===== config.mk =====
export PLATFORM = sky130hd
export DESIGN_NAME = cvr_init
export DESIGN_NICKNAME = d
export VERILOG_FILES = /design/src/rtl/cvr_pkg.sv /design/src/rtl/cvr_init.sv
export SDC_FILE = /design/constraint.sdc
export NUM_CORES = 1
export LEC_CHECK = 0
export BUFFER_PORTS_ARGS = -buffer_cell sky130_fd_sc_hd__buf_2
export CORE_ASPECT_RATIO = 0.6
export CORE_UTILIZATION = 40
export CTS_BUF_LIST = sky130_fd_sc_hd__clkbuf_2
export DETAILED_ROUTE_END_ITERATION = 7
export PLACE_DENSITY = 0.76
export SYNTH_ARGS = -nofsm -noshare
export SYNTH_HDL_FRONTEND = slang
export SYNTH_SLANG_ARGS = --single-unit

===== constraint.sdc =====
create_clock -name clk -period 1.1 [get_ports clk]
set_input_delay 0.055 -clock clk [delete_from_list [all_inputs] [get_ports clk]]
set_output_delay 0.055 -clock clk [all_outputs]
set_load 0.02 [all_outputs]

===== src/rtl/cvr_pkg.sv =====
// ----------------------------------------------------------------------------
// cvr_pkg
// Shared types, constants and constant-table functions for the CORDIC unit.
// ----------------------------------------------------------------------------
package cvr_pkg;

	localparam int DATA_W         = 32;
	localparam int CVR_ITERATIONS = 16;
	localparam int CVR_FRAC_BITS  = 16;

	// From this step on, atan(2^-i) lies a hair below 2^-i for every
	// supported fraction width, so the truncated entry is 2^(F-i) - 1.
	localparam int EXACT_STEP = 10;

	// Gain 0.607252935 as a decimal fraction.
	localparam longint unsigned GAIN_NUM = 64'd607252935;
	localparam longint unsigned GAIN_DEN = 64'd1000000000;

	// Mode codes carried in the command field.
	localparam logic CMD_ROTATE = 1'b0;
	localparam logic CMD_VECTOR = 1'b1;

	typedef struct packed {
		logic                     command;
		logic signed [DATA_W-1:0] angle_in;
		logic signed [DATA_W-1:0] y_in;
		logic signed [DATA_W-1:0] x_in;
	} cvr_in_t;

	typedef struct packed {
		logic signed [DATA_W-1:0] x_result;
		logic signed [DATA_W-1:0] y_result;
		logic signed [DATA_W-1:0] z_result;
	} cvr_out_t;

	// State of one item as it moves down the pipeline.
	typedef struct packed {
		logic              vld;
		logic              vect;
		logic [DATA_W-1:0] x;
		logic [DATA_W-1:0] y;
		logic [DATA_W-1:0] z;
	} cvr_vec_t;

	// floor(atan(2^-step) * 2^frac)
	function automatic logic [DATA_W-1:0] cvr_atan(input int step, input int frac);
		real              ang;
		longint unsigned  v;
		if (step >= EXACT_STEP) begin
			if (frac >= step)
				v = (64'd1 << (frac - step)) - 64'd1;
			else
				v = 64'd0;
		end else begin
			ang = $atan(2.0 ** (-step));
			v   = longint'($floor(ang * (2.0 ** frac)));
		end
		return v[DATA_W-1:0];
	endfunction

	// floor(0.607252935 * 2^frac)
	function automatic logic [DATA_W-1:0] cvr_gain(input int frac);
		longint unsigned p;
		p = (GAIN_NUM << frac) / GAIN_DEN;
		return p[DATA_W-1:0];
	endfunction

endpackage


===== src/rtl/cvr_init.sv =====
// ----------------------------------------------------------------------------
// cvr_init
// Input register: loads the starting x, y, z for the selected mode.
// ----------------------------------------------------------------------------
module cvr_init import cvr_pkg::*; #(
	parameter int FRAC_BITS = CVR_FRAC_BITS
) (
	input  logic     clk,
	input  logic     arst_n,
	input  logic     load,
	input  cvr_in_t  item,
	output cvr_vec_t vec_s0
);

	localparam logic [DATA_W-1:0] GAIN = cvr_gain(FRAC_BITS);

	cvr_vec_t          nxt;
	logic              vld_s0;
	logic              vect_s0;
	logic [DATA_W-1:0] x_s0;
	logic [DATA_W-1:0] y_s0;
	logic [DATA_W-1:0] z_s0;

	always_comb begin
		nxt      = '0;
		nxt.vld  = load;
		nxt.vect = (item.command == CMD_VECTOR);
		if (item.command == CMD_VECTOR) begin
			nxt.x = item.x_in;
			nxt.y = item.y_in;
			nxt.z = '0;
		end else begin
			nxt.x = GAIN;
			nxt.y = '0;
			nxt.z = item.angle_in;
		end
	end

	always_ff @(posedge clk or negedge arst_n) begin
		if (!arst_n) begin
			vld_s0 <= 1'b0;
		end else begin
			vld_s0 <= nxt.vld;
		end
	end

	always_ff @(posedge clk) begin
		vect_s0 <= nxt.vect;
		x_s0    <= nxt.x;
		y_s0    <= nxt.y;
		z_s0    <= nxt.z;
	end

	assign vec_s0 = '{vld: vld_s0, vect: vect_s0, x: x_s0, y: y_s0, z: z_s0};

endmodule


==> results of run 1 <==
## metrics by stage
step,cells,util
after floorplan,206,-
after global placement,476,0.589
after detailed placement,476,0.589
## cell usage after synthesis
master,n
and2_1,55
buf_2,1
buf_4,6
buf_6,1
clkbuf_1,4
dfrtp_1,1
dfxtp_1,97
nand2b_1,9
nor2b_1,32
## logic make-up after synthesis
kind of cell  synth area share
simple gates             0.227
buf+inv                 0.0289
flops                    0.744
==> summary.md, run 1 <==
| Metric | Value |
|---|---|
| IO Count | `198` |
| Setup Fix Bufs, Post-CTS | `0` |
| Register bit total from synthesis | `98` |
| Cells after Synth | `206` |
| Synthesized area per cell | `12.8 sq um` |
| Initial Utilization | `0.423` |
| Dpl hpwl | `4140 um` |
| Row count | `22` |
| Sequential area share after synthesis | `0.744` |
| Area share of the largest cell type after synthesis | `0.735` |
| Sink Count | `98` |
| Max clock buf depth | `2` |
| Synth cell types | `9` |
| IO Port Bufs | `197` |
| H-tree levels | `3` |
| Hold-fix buffers, CTS | `101` |
| Setup WS pre-CTS | `0.367 ns` |
| Synth area leader | `dfxtp_1` |
| Die X | `107 um` |
| Status | `aborted with a tool error` |
| Synthesized area | `2640 sq um` |
| Ys Warns | `0` |
| Post-Syn Nets | `306` |
| Placed Area | `3680 sq um` |
| Gpl congestion | `0.692` |
| Root buffer cell | `clkbuf_2` |
| Main area contributors after synthesis | `dfxtp_1 (73%), and2_1 (13%), nor2b_1 (7.6%)` |
| Die Y | `65.0 um` |
| Post-cts sizing count | `293` |
| Exit stage | `clock tree synthesis` |
| Log Error | `[ERROR RSZ-0060] Max buffer count reached.` |
| Num CTS Buffers | `9` |
==> run 2: changes to the inputs <==
--- a/config.mk
+++ b/config.mk
@@ -6,11 +6,9 @@
 export NUM_CORES = 1
 export LEC_CHECK = 0
 export BUFFER_PORTS_ARGS = -buffer_cell sky130_fd_sc_hd__buf_2
-export CORE_ASPECT_RATIO = 0.6
-export CORE_UTILIZATION = 40
-export CTS_BUF_LIST = sky130_fd_sc_hd__clkbuf_2
+export CORE_UTILIZATION = 25
 export DETAILED_ROUTE_END_ITERATION = 7
-export PLACE_DENSITY = 0.76
+export PLACE_DENSITY_LB_ADDON = 0.15
 export SYNTH_ARGS = -nofsm -noshare
 export SYNTH_HDL_FRONTEND = slang
 export SYNTH_SLANG_ARGS = --single-unit
==> summary.md, run 2 <==
| Metric | Value |
|---|---|
| Status | `finished clean` |
| Clock transition at path regs | `0.09 ns` |
| Drt drc | `0` |
| Vias per cell | `3.74` |
| Leakage power total | `2.43 nW` |
| H-tree levels | `3` |
| Register area | `1970 sq um` |
| Root buffer cell | `clkbuf_8` |
| Max Slew Vio Count | `0` |
| Largest net degree at the start of global routing | `50` |
| Max-cap violation count | `0` |
| Post-synthesis adder-cell area fraction | `0` |
| Post-Route WL | `7100 um` |
| Dpl hpwl | `4280 um` |
| CP delay by family, top | `flip-flops` |
| Hold path cells | `2` |
| Diodes inserted | `0` |
| Most frequent cells in the layout | `buf_2 (197), dlygate4sd3_1 (99), dfxtp_1 (97), and2_1 (55), nor2b_1 (32)` |
| Post-synthesis simple-gate area fraction | `0.227` |
| Main area contributors after synthesis | `dfxtp_1 (73%), and2_1 (13%), nor2b_1 (7.6%)` |
| Largest family of logic cells by synthesized area | `simple AND/OR/NAND/NOR gates` |
| Worst setup SP type | `flip-flop` |
| Total GRT Usage | `0.134` |
| Max IR drop VDD | `0.000635 V` |
| Die X | `105 um` |
| Max clock buf depth | `2` |
| Synthesized area | `2640 sq um` |
| Layout cells sized above 1 | `0.419` |
| Area share of the largest cell type after synthesis | `0.735` |
| GR Overflow Total | `0` |
| Fillcell total | `951` |
| Core area | `10300 sq um` |
| Final setup TNS | `0 ns` |
| Power Density | `1470 nW/um^2` |
| Hold endpoint | `vect_s0` |
| Synthesized area per cell | `12.8 sq um` |
| Die Y | `105 um` |
| Top flop regs | `x_s0 (32), y_s0 (32), z_s0 (32)` |
| DIE AREA | `11000 sq um` |
| Sink Count | `98` |
| Setup-failing EPs final | `0` |
| Synth area leader | `dfxtp_1` |
| Critical path's slowest cell | `dfrtp_1` |
| Final Util | `0.483` |
| Overall via count from detail_route | `2401` |
| Crit path max fanout | `1` |
| Xor and xnor area share after synthesis | `0` |
| Placed Area | `3760 sq um` |
| First-pass DRT Iterations | `4` |
| Most frequent cell after synthesis | `dfxtp_1` |
| Final Hold Viols | `0` |
| EDFF count, synth | `0` |
| Area delta synth->final | `87.6%` |
| CP Depth | `1` |
| Most instantiated cells after synthesis | `dfxtp_1 (97), and2_1 (55), nor2b_1 (32)` |
| Max incr delay on CP | `0.36 ns` |
| Post-route ant nets | `0` |
| Crit-path cells | `buf_2` |
| DRT iter0 DRCs | `42` |
| Initial Utilization | `0.257` |
| Fmax | `1.10 GHz` |
| Final-stage net count | `603` |
| Synth cell types | `9` |
| Setup Fix Bufs, Post-CTS | `0` |
| First-pass GRT wire length | `11300 um` |
| Vias in the first global route | `2502` |
| Nature of the critical path endpoint | `output port` |
| Post-Layout Inst Area | `4960 sq um` |
| Worst path required time | `1.04 ns` |
| Sequential area share after synthesis | `0.744` |
| CTS tree | `done` |
| Register bit total from synthesis | `98` |
| Multiplexer area fraction after synthesis | `0` |
| Num CTS Buffers | `9` |
| Gpl congestion | `0.665` |
| Initial antenna violation count | `0` |
| RSZ-0062 raised after global routing | `false` |
| Worst min path class | `primary input to flip-flop` |
| Primary FF master, synth | `dfxtp_1` |
| Multi-input logic area | `601 sq um` |
| Synth Area in Compound Gates | `0` |
| Period utilisation layout | `0.830` |
| Final min period | `0.913 ns` |
| Ys async rst share | `0.0102` |
| Hold path startpoint | `item[96]` |
| Post-Syn Nets | `306` |
| IO Port Bufs | `197` |
| Ys Warns | `0` |
| Cells after Synth | `206` |
| Most common cell after layout, fill and taps aside | `buf_2` |
| Slew of the pin with the lowest slew margin | `0.195 ns` |
| Type of the worst setup path | `flip-flop to output port` |
| IO Count | `198` |
| CP arrival | `0.86 ns` |
| Row count | `37` |
| Routed WL per cell | `11.1 um` |
| CP bufs+invs | `1` |
| Worst slew margin | `0.870` |
run 2: per-stage QoR:
step / worst slack (ns) / total power [W] / hold WS [ns] / std cells
6_report: 0.187 / 0.00728 / 0.0815 / 642
5_1_grt: 0.138 / 0.00764 / 0.0726 / 642
4_1_cts: 0.163 / 0.00739 / 0.0576 / 642
3_5_place_dp: 0.445 / 0.00465 / -0.168 / 529
3_3_place_gp: 0.454 / 0.00464 / -0.171 / 529
2_1_floorplan: 0.521 / 0.00428 / -0.241 / 206
run 2: power breakdown:
group | internal (W) | switching (W) | leakage [nW]
Sequential | 0.00374 | 0.0000418 | 0.821
Combinational | 0.000576 | 0.000488 | 1.51
Clock | 0.00132 | 0.00112 | 0.105
Total | 0.00563 | 0.00165 | 2.43
run 2: cell families (layout without fill, tap and decap cells):
group / Yosys count / count (layout)
flops: 98 / 98
simple gates: 96 / 96
buf+inv: 12 / 312
run 2: worst max-delay path by stage:
stage	from	to	slack, ns
5_1_grt	vld_s0	vec_s0[97]	0.14
3_3_place_gp	item[96]	z_s0[18]	0.45
4_1_cts	vld_s0	vec_s0[97]	0.16
3_5_place_dp	item[96]	x_s0[0]	0.44
2_1_floorplan	item[96]	x_s0[21]	0.52
6_report	vld_s0	vec_s0[97]	0.19
run 2: what timing repair did:
action                                 in CTS  in global routing
endpoints found under the hold margin      98                  0
hold buffers                               99                  0
resized for setup                           0                  0
run 2: layout make-up:
| cell class | instances | share of cell area |
|---|---|---|
| well taps | 136 | 0.0343 |
| repair buffers | 298 | 0.407 |
| multi-input cells | 96 | 0.121 |
| flip-flops and latches | 98 | 0.396 |
| clock inverters | 3 | 0.0131 |
| clock buffers | 11 | 0.0285 |
run 2: metal layers:
layer | track usage | vias up | part of all wire
met5 | 0 | - | 0
met4 | 0.0855 | 0 | 0.025
met3 | 0.0437 | 12 | 0.099
met2 | 0.235 | 138 | 0.48
met1 | 0.136 | 1049 | 0.40
li1 | - | 1202 | -
No activity file was read; power rests on OpenSTA's default activity.
==> run 3: changes to the inputs <==
==> constraint.sdc (replaced) <==
create_clock -name clk -period 0.93 [get_ports clk]
set_input_delay 0.0465 -clock clk [delete_from_list [all_inputs] [get_ports clk]]
set_output_delay 0.0465 -clock clk [all_outputs]
set_load 0.02 [all_outputs]
==> summary.md, run 3 (same netlist as run 2, synthesis figures left out) <==
| Metric | Value |
|---|---|
| Dpl hpwl | `4380 um` |
| Num CTS Buffers | `9` |
| Vias per cell | `3.72` |
| DRT iter0 DRCs | `40` |
| Diodes inserted | `0` |
| Fmax | `1.11 GHz` |
| Register area | `1970 sq um` |
| Worst setup SP type | `flip-flop` |
| Type of the worst setup path | `flip-flop to output port` |
| Largest net degree at the start of global routing | `50` |
| Worst path required time | `0.88 ns` |
| CTS tree | `done` |
| Vias in the first global route | `2485` |
| GR peak layer | `met2` |
| Total GRT Usage | `0.130` |
| Post-route ant nets | `0` |
| Drt drc | `0` |
| Final Hold Viols | `0` |
| Area delta synth->final | `90.2%` |
| Max clock buf depth | `2` |
| Final Util | `0.489` |
| IO Count | `198` |
| Crit path max fanout | `1` |
| Worst setup margin | `0.0283 ns` |
| CP bufs+invs | `1` |
| Initial Utilization | `0.257` |
| Routed WL per cell | `11.1 um` |
| Layout cells sized above 1 | `0.421` |
| Crit-path cells | `buf_6` |
| Met3 GRT Util | `0.0630` |
| Post-Route WL | `7110 um` |
| Final min period | `0.902 ns` |
| Fillcell total | `962` |
| Clock transition at path regs | `0.08 ns` |
| Setup-failing EPs final | `0` |
| GR Overflow Total | `0` |
| Nature of the critical path endpoint | `output port` |
| Final-stage net count | `603` |
| First-pass DRT Iterations | `6` |
| Leakage power total | `2.46 nW` |
| Initial antenna violation count | `0` |
| Max-cap violation count | `0` |
| Most frequent cells in the layout | `buf_2 (179), dlygate4sd3_1 (99), dfxtp_1 (97), and2_1 (55), nor2b_1 (32)` |
| Met1 usage | `0.131` |
| Die X | `105 um` |
| Top flop regs | `x_s0 (32), y_s0 (32), z_s0 (32)` |
| CP delay by family, top | `flip-flops` |
| Post-Layout Inst Area | `5030 sq um` |
| IO Port Bufs | `197` |
| Most common cell after layout, fill and taps aside | `buf_2` |
| Setup WS pre-CTS | `0.286 ns` |
| Multi-input logic area | `601 sq um` |
| Core area | `10300 sq um` |
| Max Slew Vio Count | `0` |
| Critical path's slowest cell | `dfrtp_1` |
| Period utilisation layout | `0.970` |
| Worst min path class | `primary input to flip-flop` |
| Power Density | `1750 nW/um^2` |
| Final setup TNS | `0 ns` |
| Worst slew margin | `0.873` |
| CP arrival | `0.86 ns` |
| Overall via count from detail_route | `2388` |
| Non-Filler Instances | `642` |
| Sink Count | `98` |
| Max IR drop VDD | `0.000833 V` |
| Die Y | `105 um` |
| Slew of the pin with the lowest slew margin | `0.190 ns` |
| Root buffer cell | `clkbuf_8` |
| DIE AREA | `11000 sq um` |
| RSZ-0062 raised after global routing | `true` |
| H-tree levels | `3` |
| Max incr delay on CP | `0.38 ns` |
| Placed Area | `3760 sq um` |
| GR Util met2 | `0.224` |
| Status | `finished clean` |
| Gpl congestion | `0.665` |
| Row count | `37` |
| Inst Count DP | `529` |
| First-pass GRT wire length | `11100 um` |
==> run 3: worst paths after layout <==
path	to	depth (start not counted)	slack, ns	start
worst max-delay path	vec_s0[97]	1	0.03	vld_s0
worst min-delay path	vect_s0	2	0.08	item[96]
max in group asynchronous	vld_s0	3	0.29	arst_n
min in group asynchronous	vld_s0	3	0.53	arst_n
==> run 3: where the power goes <==
part	switching, W	leakage (nW)	internal, W
clock	0.00133	0.115	0.00171
combinational	0.000577	1.52	0.000705
sequential	0.0000521	0.821	0.00442
==> run 3: per-layer routing <==
| layer | share of wire | wire length [um] | up-vias |
|---|---|---|---|
| met4 | 0.017 | 119 | 0 |
| li1 | - | - | 1202 |
| met2 | 0.47 | 3330 | 137 |
| met5 | 0 | 0 | - |
| met3 | 0.11 | 807 | 9 |
| met1 | 0.40 | 2860 | 1040 |
==> run 3: timing repair <==
action                                  in CTS  in global routing
setup buffers                                0                  0
gates cloned                                 0                  0
endpoints found under the hold margin       98                  0
hold buffers                                99                  0
endpoints found under the setup margin       1                 18
gates resized for setup                      2                 19
==> run 3: final cells by class <==
class	instances	share of cell area
Clock inverter	2	0.0119
Sequential cell	98	0.391
Multi-Input combinational cell	96	0.119
Tap cell	136	0.0338
Timing Repair Buffer	298	0.411
Clock buffer	12	0.0328
==> run 3: through the flow <==
stage	total power (W)	hold WS (ns)
6_report	0.00879	0.0806
5_1_grt	0.00919	0.0668
4_1_cts	0.00889	0.0554
3_5_place_dp	0.00550	-0.176
3_3_place_gp	0.00549	-0.179
2_1_floorplan	0.00506	-0.249
==> run 4: changes to the inputs <==
--- a/config.mk
+++ b/config.mk
@@ -7,6 +7,7 @@
 export LEC_CHECK = 0
 export BUFFER_PORTS_ARGS = -buffer_cell sky130_fd_sc_hd__buf_2
 export CORE_UTILIZATION = 25
+export CTS_BUF_LIST = sky130_fd_sc_hd__clkbuf_16
 export DETAILED_ROUTE_END_ITERATION = 7
 export PLACE_DENSITY_LB_ADDON = 0.15
 export SYNTH_ARGS = -nofsm -noshare
==> summary.md, run 4 (same netlist as run 2, synthesis figures left out) <==
| Metric | Value |
|---|---|
| Dpl hpwl | `4380 um` |
| Setup-failing EPs final | `0` |
| GR Overflow Total | `0` |
| Post-Layout Inst Area | `5040 sq um` |
| Slew of the pin with the lowest slew margin | `0.188 ns` |
| Crit-path cells | `buf_2` |
| IO Port Bufs | `197` |
| Fillcell total | `963` |
| Type of the worst setup path | `flip-flop to output port` |
| Fmax | `1.13 GHz` |
| Initial antenna violation count | `0` |
| Worst path required time | `0.88 ns` |
| Diodes inserted | `0` |
| Final Hold Viols | `0` |
| Setup Fix Bufs, Post-CTS | `0` |
| Max Slew Vio Count | `0` |
| Most frequent cells in the layout | `buf_2 (197), dlygate4sd3_1 (98), dfxtp_1 (97), and2_1 (55), nor2b_1 (32)` |
| Final min period | `0.889 ns` |
| Initial Utilization | `0.257` |
| CP bufs+invs | `1` |
| Die X | `105 um` |
| Post-cts sizing count | `0` |
| Most common cell after layout, fill and taps aside | `buf_2` |
| Area delta synth->final | `90.7%` |
| Die Y | `105 um` |
| Drt drc | `0` |
| Max IR drop VDD | `0.000954 V` |
| Layout cells sized above 1 | `0.416` |
| Overall via count from detail_route | `2406` |
| Worst slew margin | `0.875` |
| Num CTS Buffers | `9` |
| Multi-input logic area | `601 sq um` |
| Status | `finished clean` |
| Hold slack | `0.0333 ns` |
| First-pass DRT Iterations | `4` |
| Root buffer cell | `clkbuf_16` |
| Placed Area | `3760 sq um` |
| Core area | `10300 sq um` |
| Clock transition at path regs | `0.06 ns` |
| CP arrival | `0.84 ns` |
| Final setup TNS | `0 ns` |
| Gpl congestion | `0.665` |
| Nature of the critical path endpoint | `output port` |
| Vias in the first global route | `2496` |
| Leakage power total | `2.47 nW` |
| CP delay by family, top | `flip-flops` |
| Sink Count | `98` |
| First-pass GRT wire length | `11100 um` |
| Routed WL per cell | `11.0 um` |
| DIE AREA | `11000 sq um` |
| CTS tree | `done` |
| Max-cap violation count | `0` |
| Total GRT Usage | `0.130` |
| Worst min path class | `primary input to async pin` |
| Power Density | `1870 nW/um^2` |
| Period utilisation layout | `0.956` |
| Row count | `37` |
| Post-Route WL | `7050 um` |
| RSZ-0062 raised after global routing | `false` |
| Worst setup SP type | `flip-flop` |
| Critical path's slowest cell | `dfrtp_1` |
| Max incr delay on CP | `0.36 ns` |
| H-tree levels | `3` |
| Largest net degree at the start of global routing | `50` |
| Max clock buf depth | `2` |
| IO Count | `198` |
| Register area | `1970 sq um` |
| Final-stage net count | `602` |
| Hold-fix buffers, CTS | `98` |
| Vias per cell | `3.75` |
| Top flop regs | `x_s0 (32), y_s0 (32), z_s0 (32)` |
| DRT iter0 DRCs | `35` |
| Post-route ant nets | `0` |
| Crit path max fanout | `1` |
run 4: final timing paths:
check / slack, ns / from / cells after the start / end
min in group clk: 0.10 / item[96] / 2 / vect_s0
hold / removal: 0.03 / arst_n / 2 / vld_s0
setup / recovery: 0.04 / vld_s0 / 1 / vec_s0[97]
max in group asynchronous: 0.81 / arst_n / 2 / vld_s0
run 4: area by class of cell:
cell class / instances / area share
sequential: 98 / 0.390
multi-input combinational: 96 / 0.119
tap: 136 / 0.0338
clock inverter: 5 / 0.0141
clock buffer: 9 / 0.0447
timing repair buffer: 297 / 0.398
run 4: power breakdown:
| part | internal [W] | switching, W |
|---|---|---|
| registers | 0.00442 | 0.0000490 |
| logic | 0.000678 | 0.000574 |
| clock network | 0.00230 | 0.00141 |
run 4: through the flow:
step	util	instances	power [W]	setup WS (ns)
final	0.491	641	0.00944	0.0412
after detailed placement	0.366	529	0.00550	0.286
after floorplan	-	206	0.00506	0.359
after global placement	0.366	529	0.00549	0.293
after global routing	0.491	641	0.00985	0.00553
after CTS	0.491	641	0.00958	0.0317
run 4: routing by layer:
layer / track usage / part of all wire / wire [um] / vias up
li1: - / - / - / 1206
met1: 0.134 / 0.40 / 2800 / 1052
met2: 0.220 / 0.47 / 3290 / 136
met3: 0.0505 / 0.11 / 770 / 12
met4: 0.0865 / 0.027 / 192 / 0
met5: 0 / 0 / 0 / -
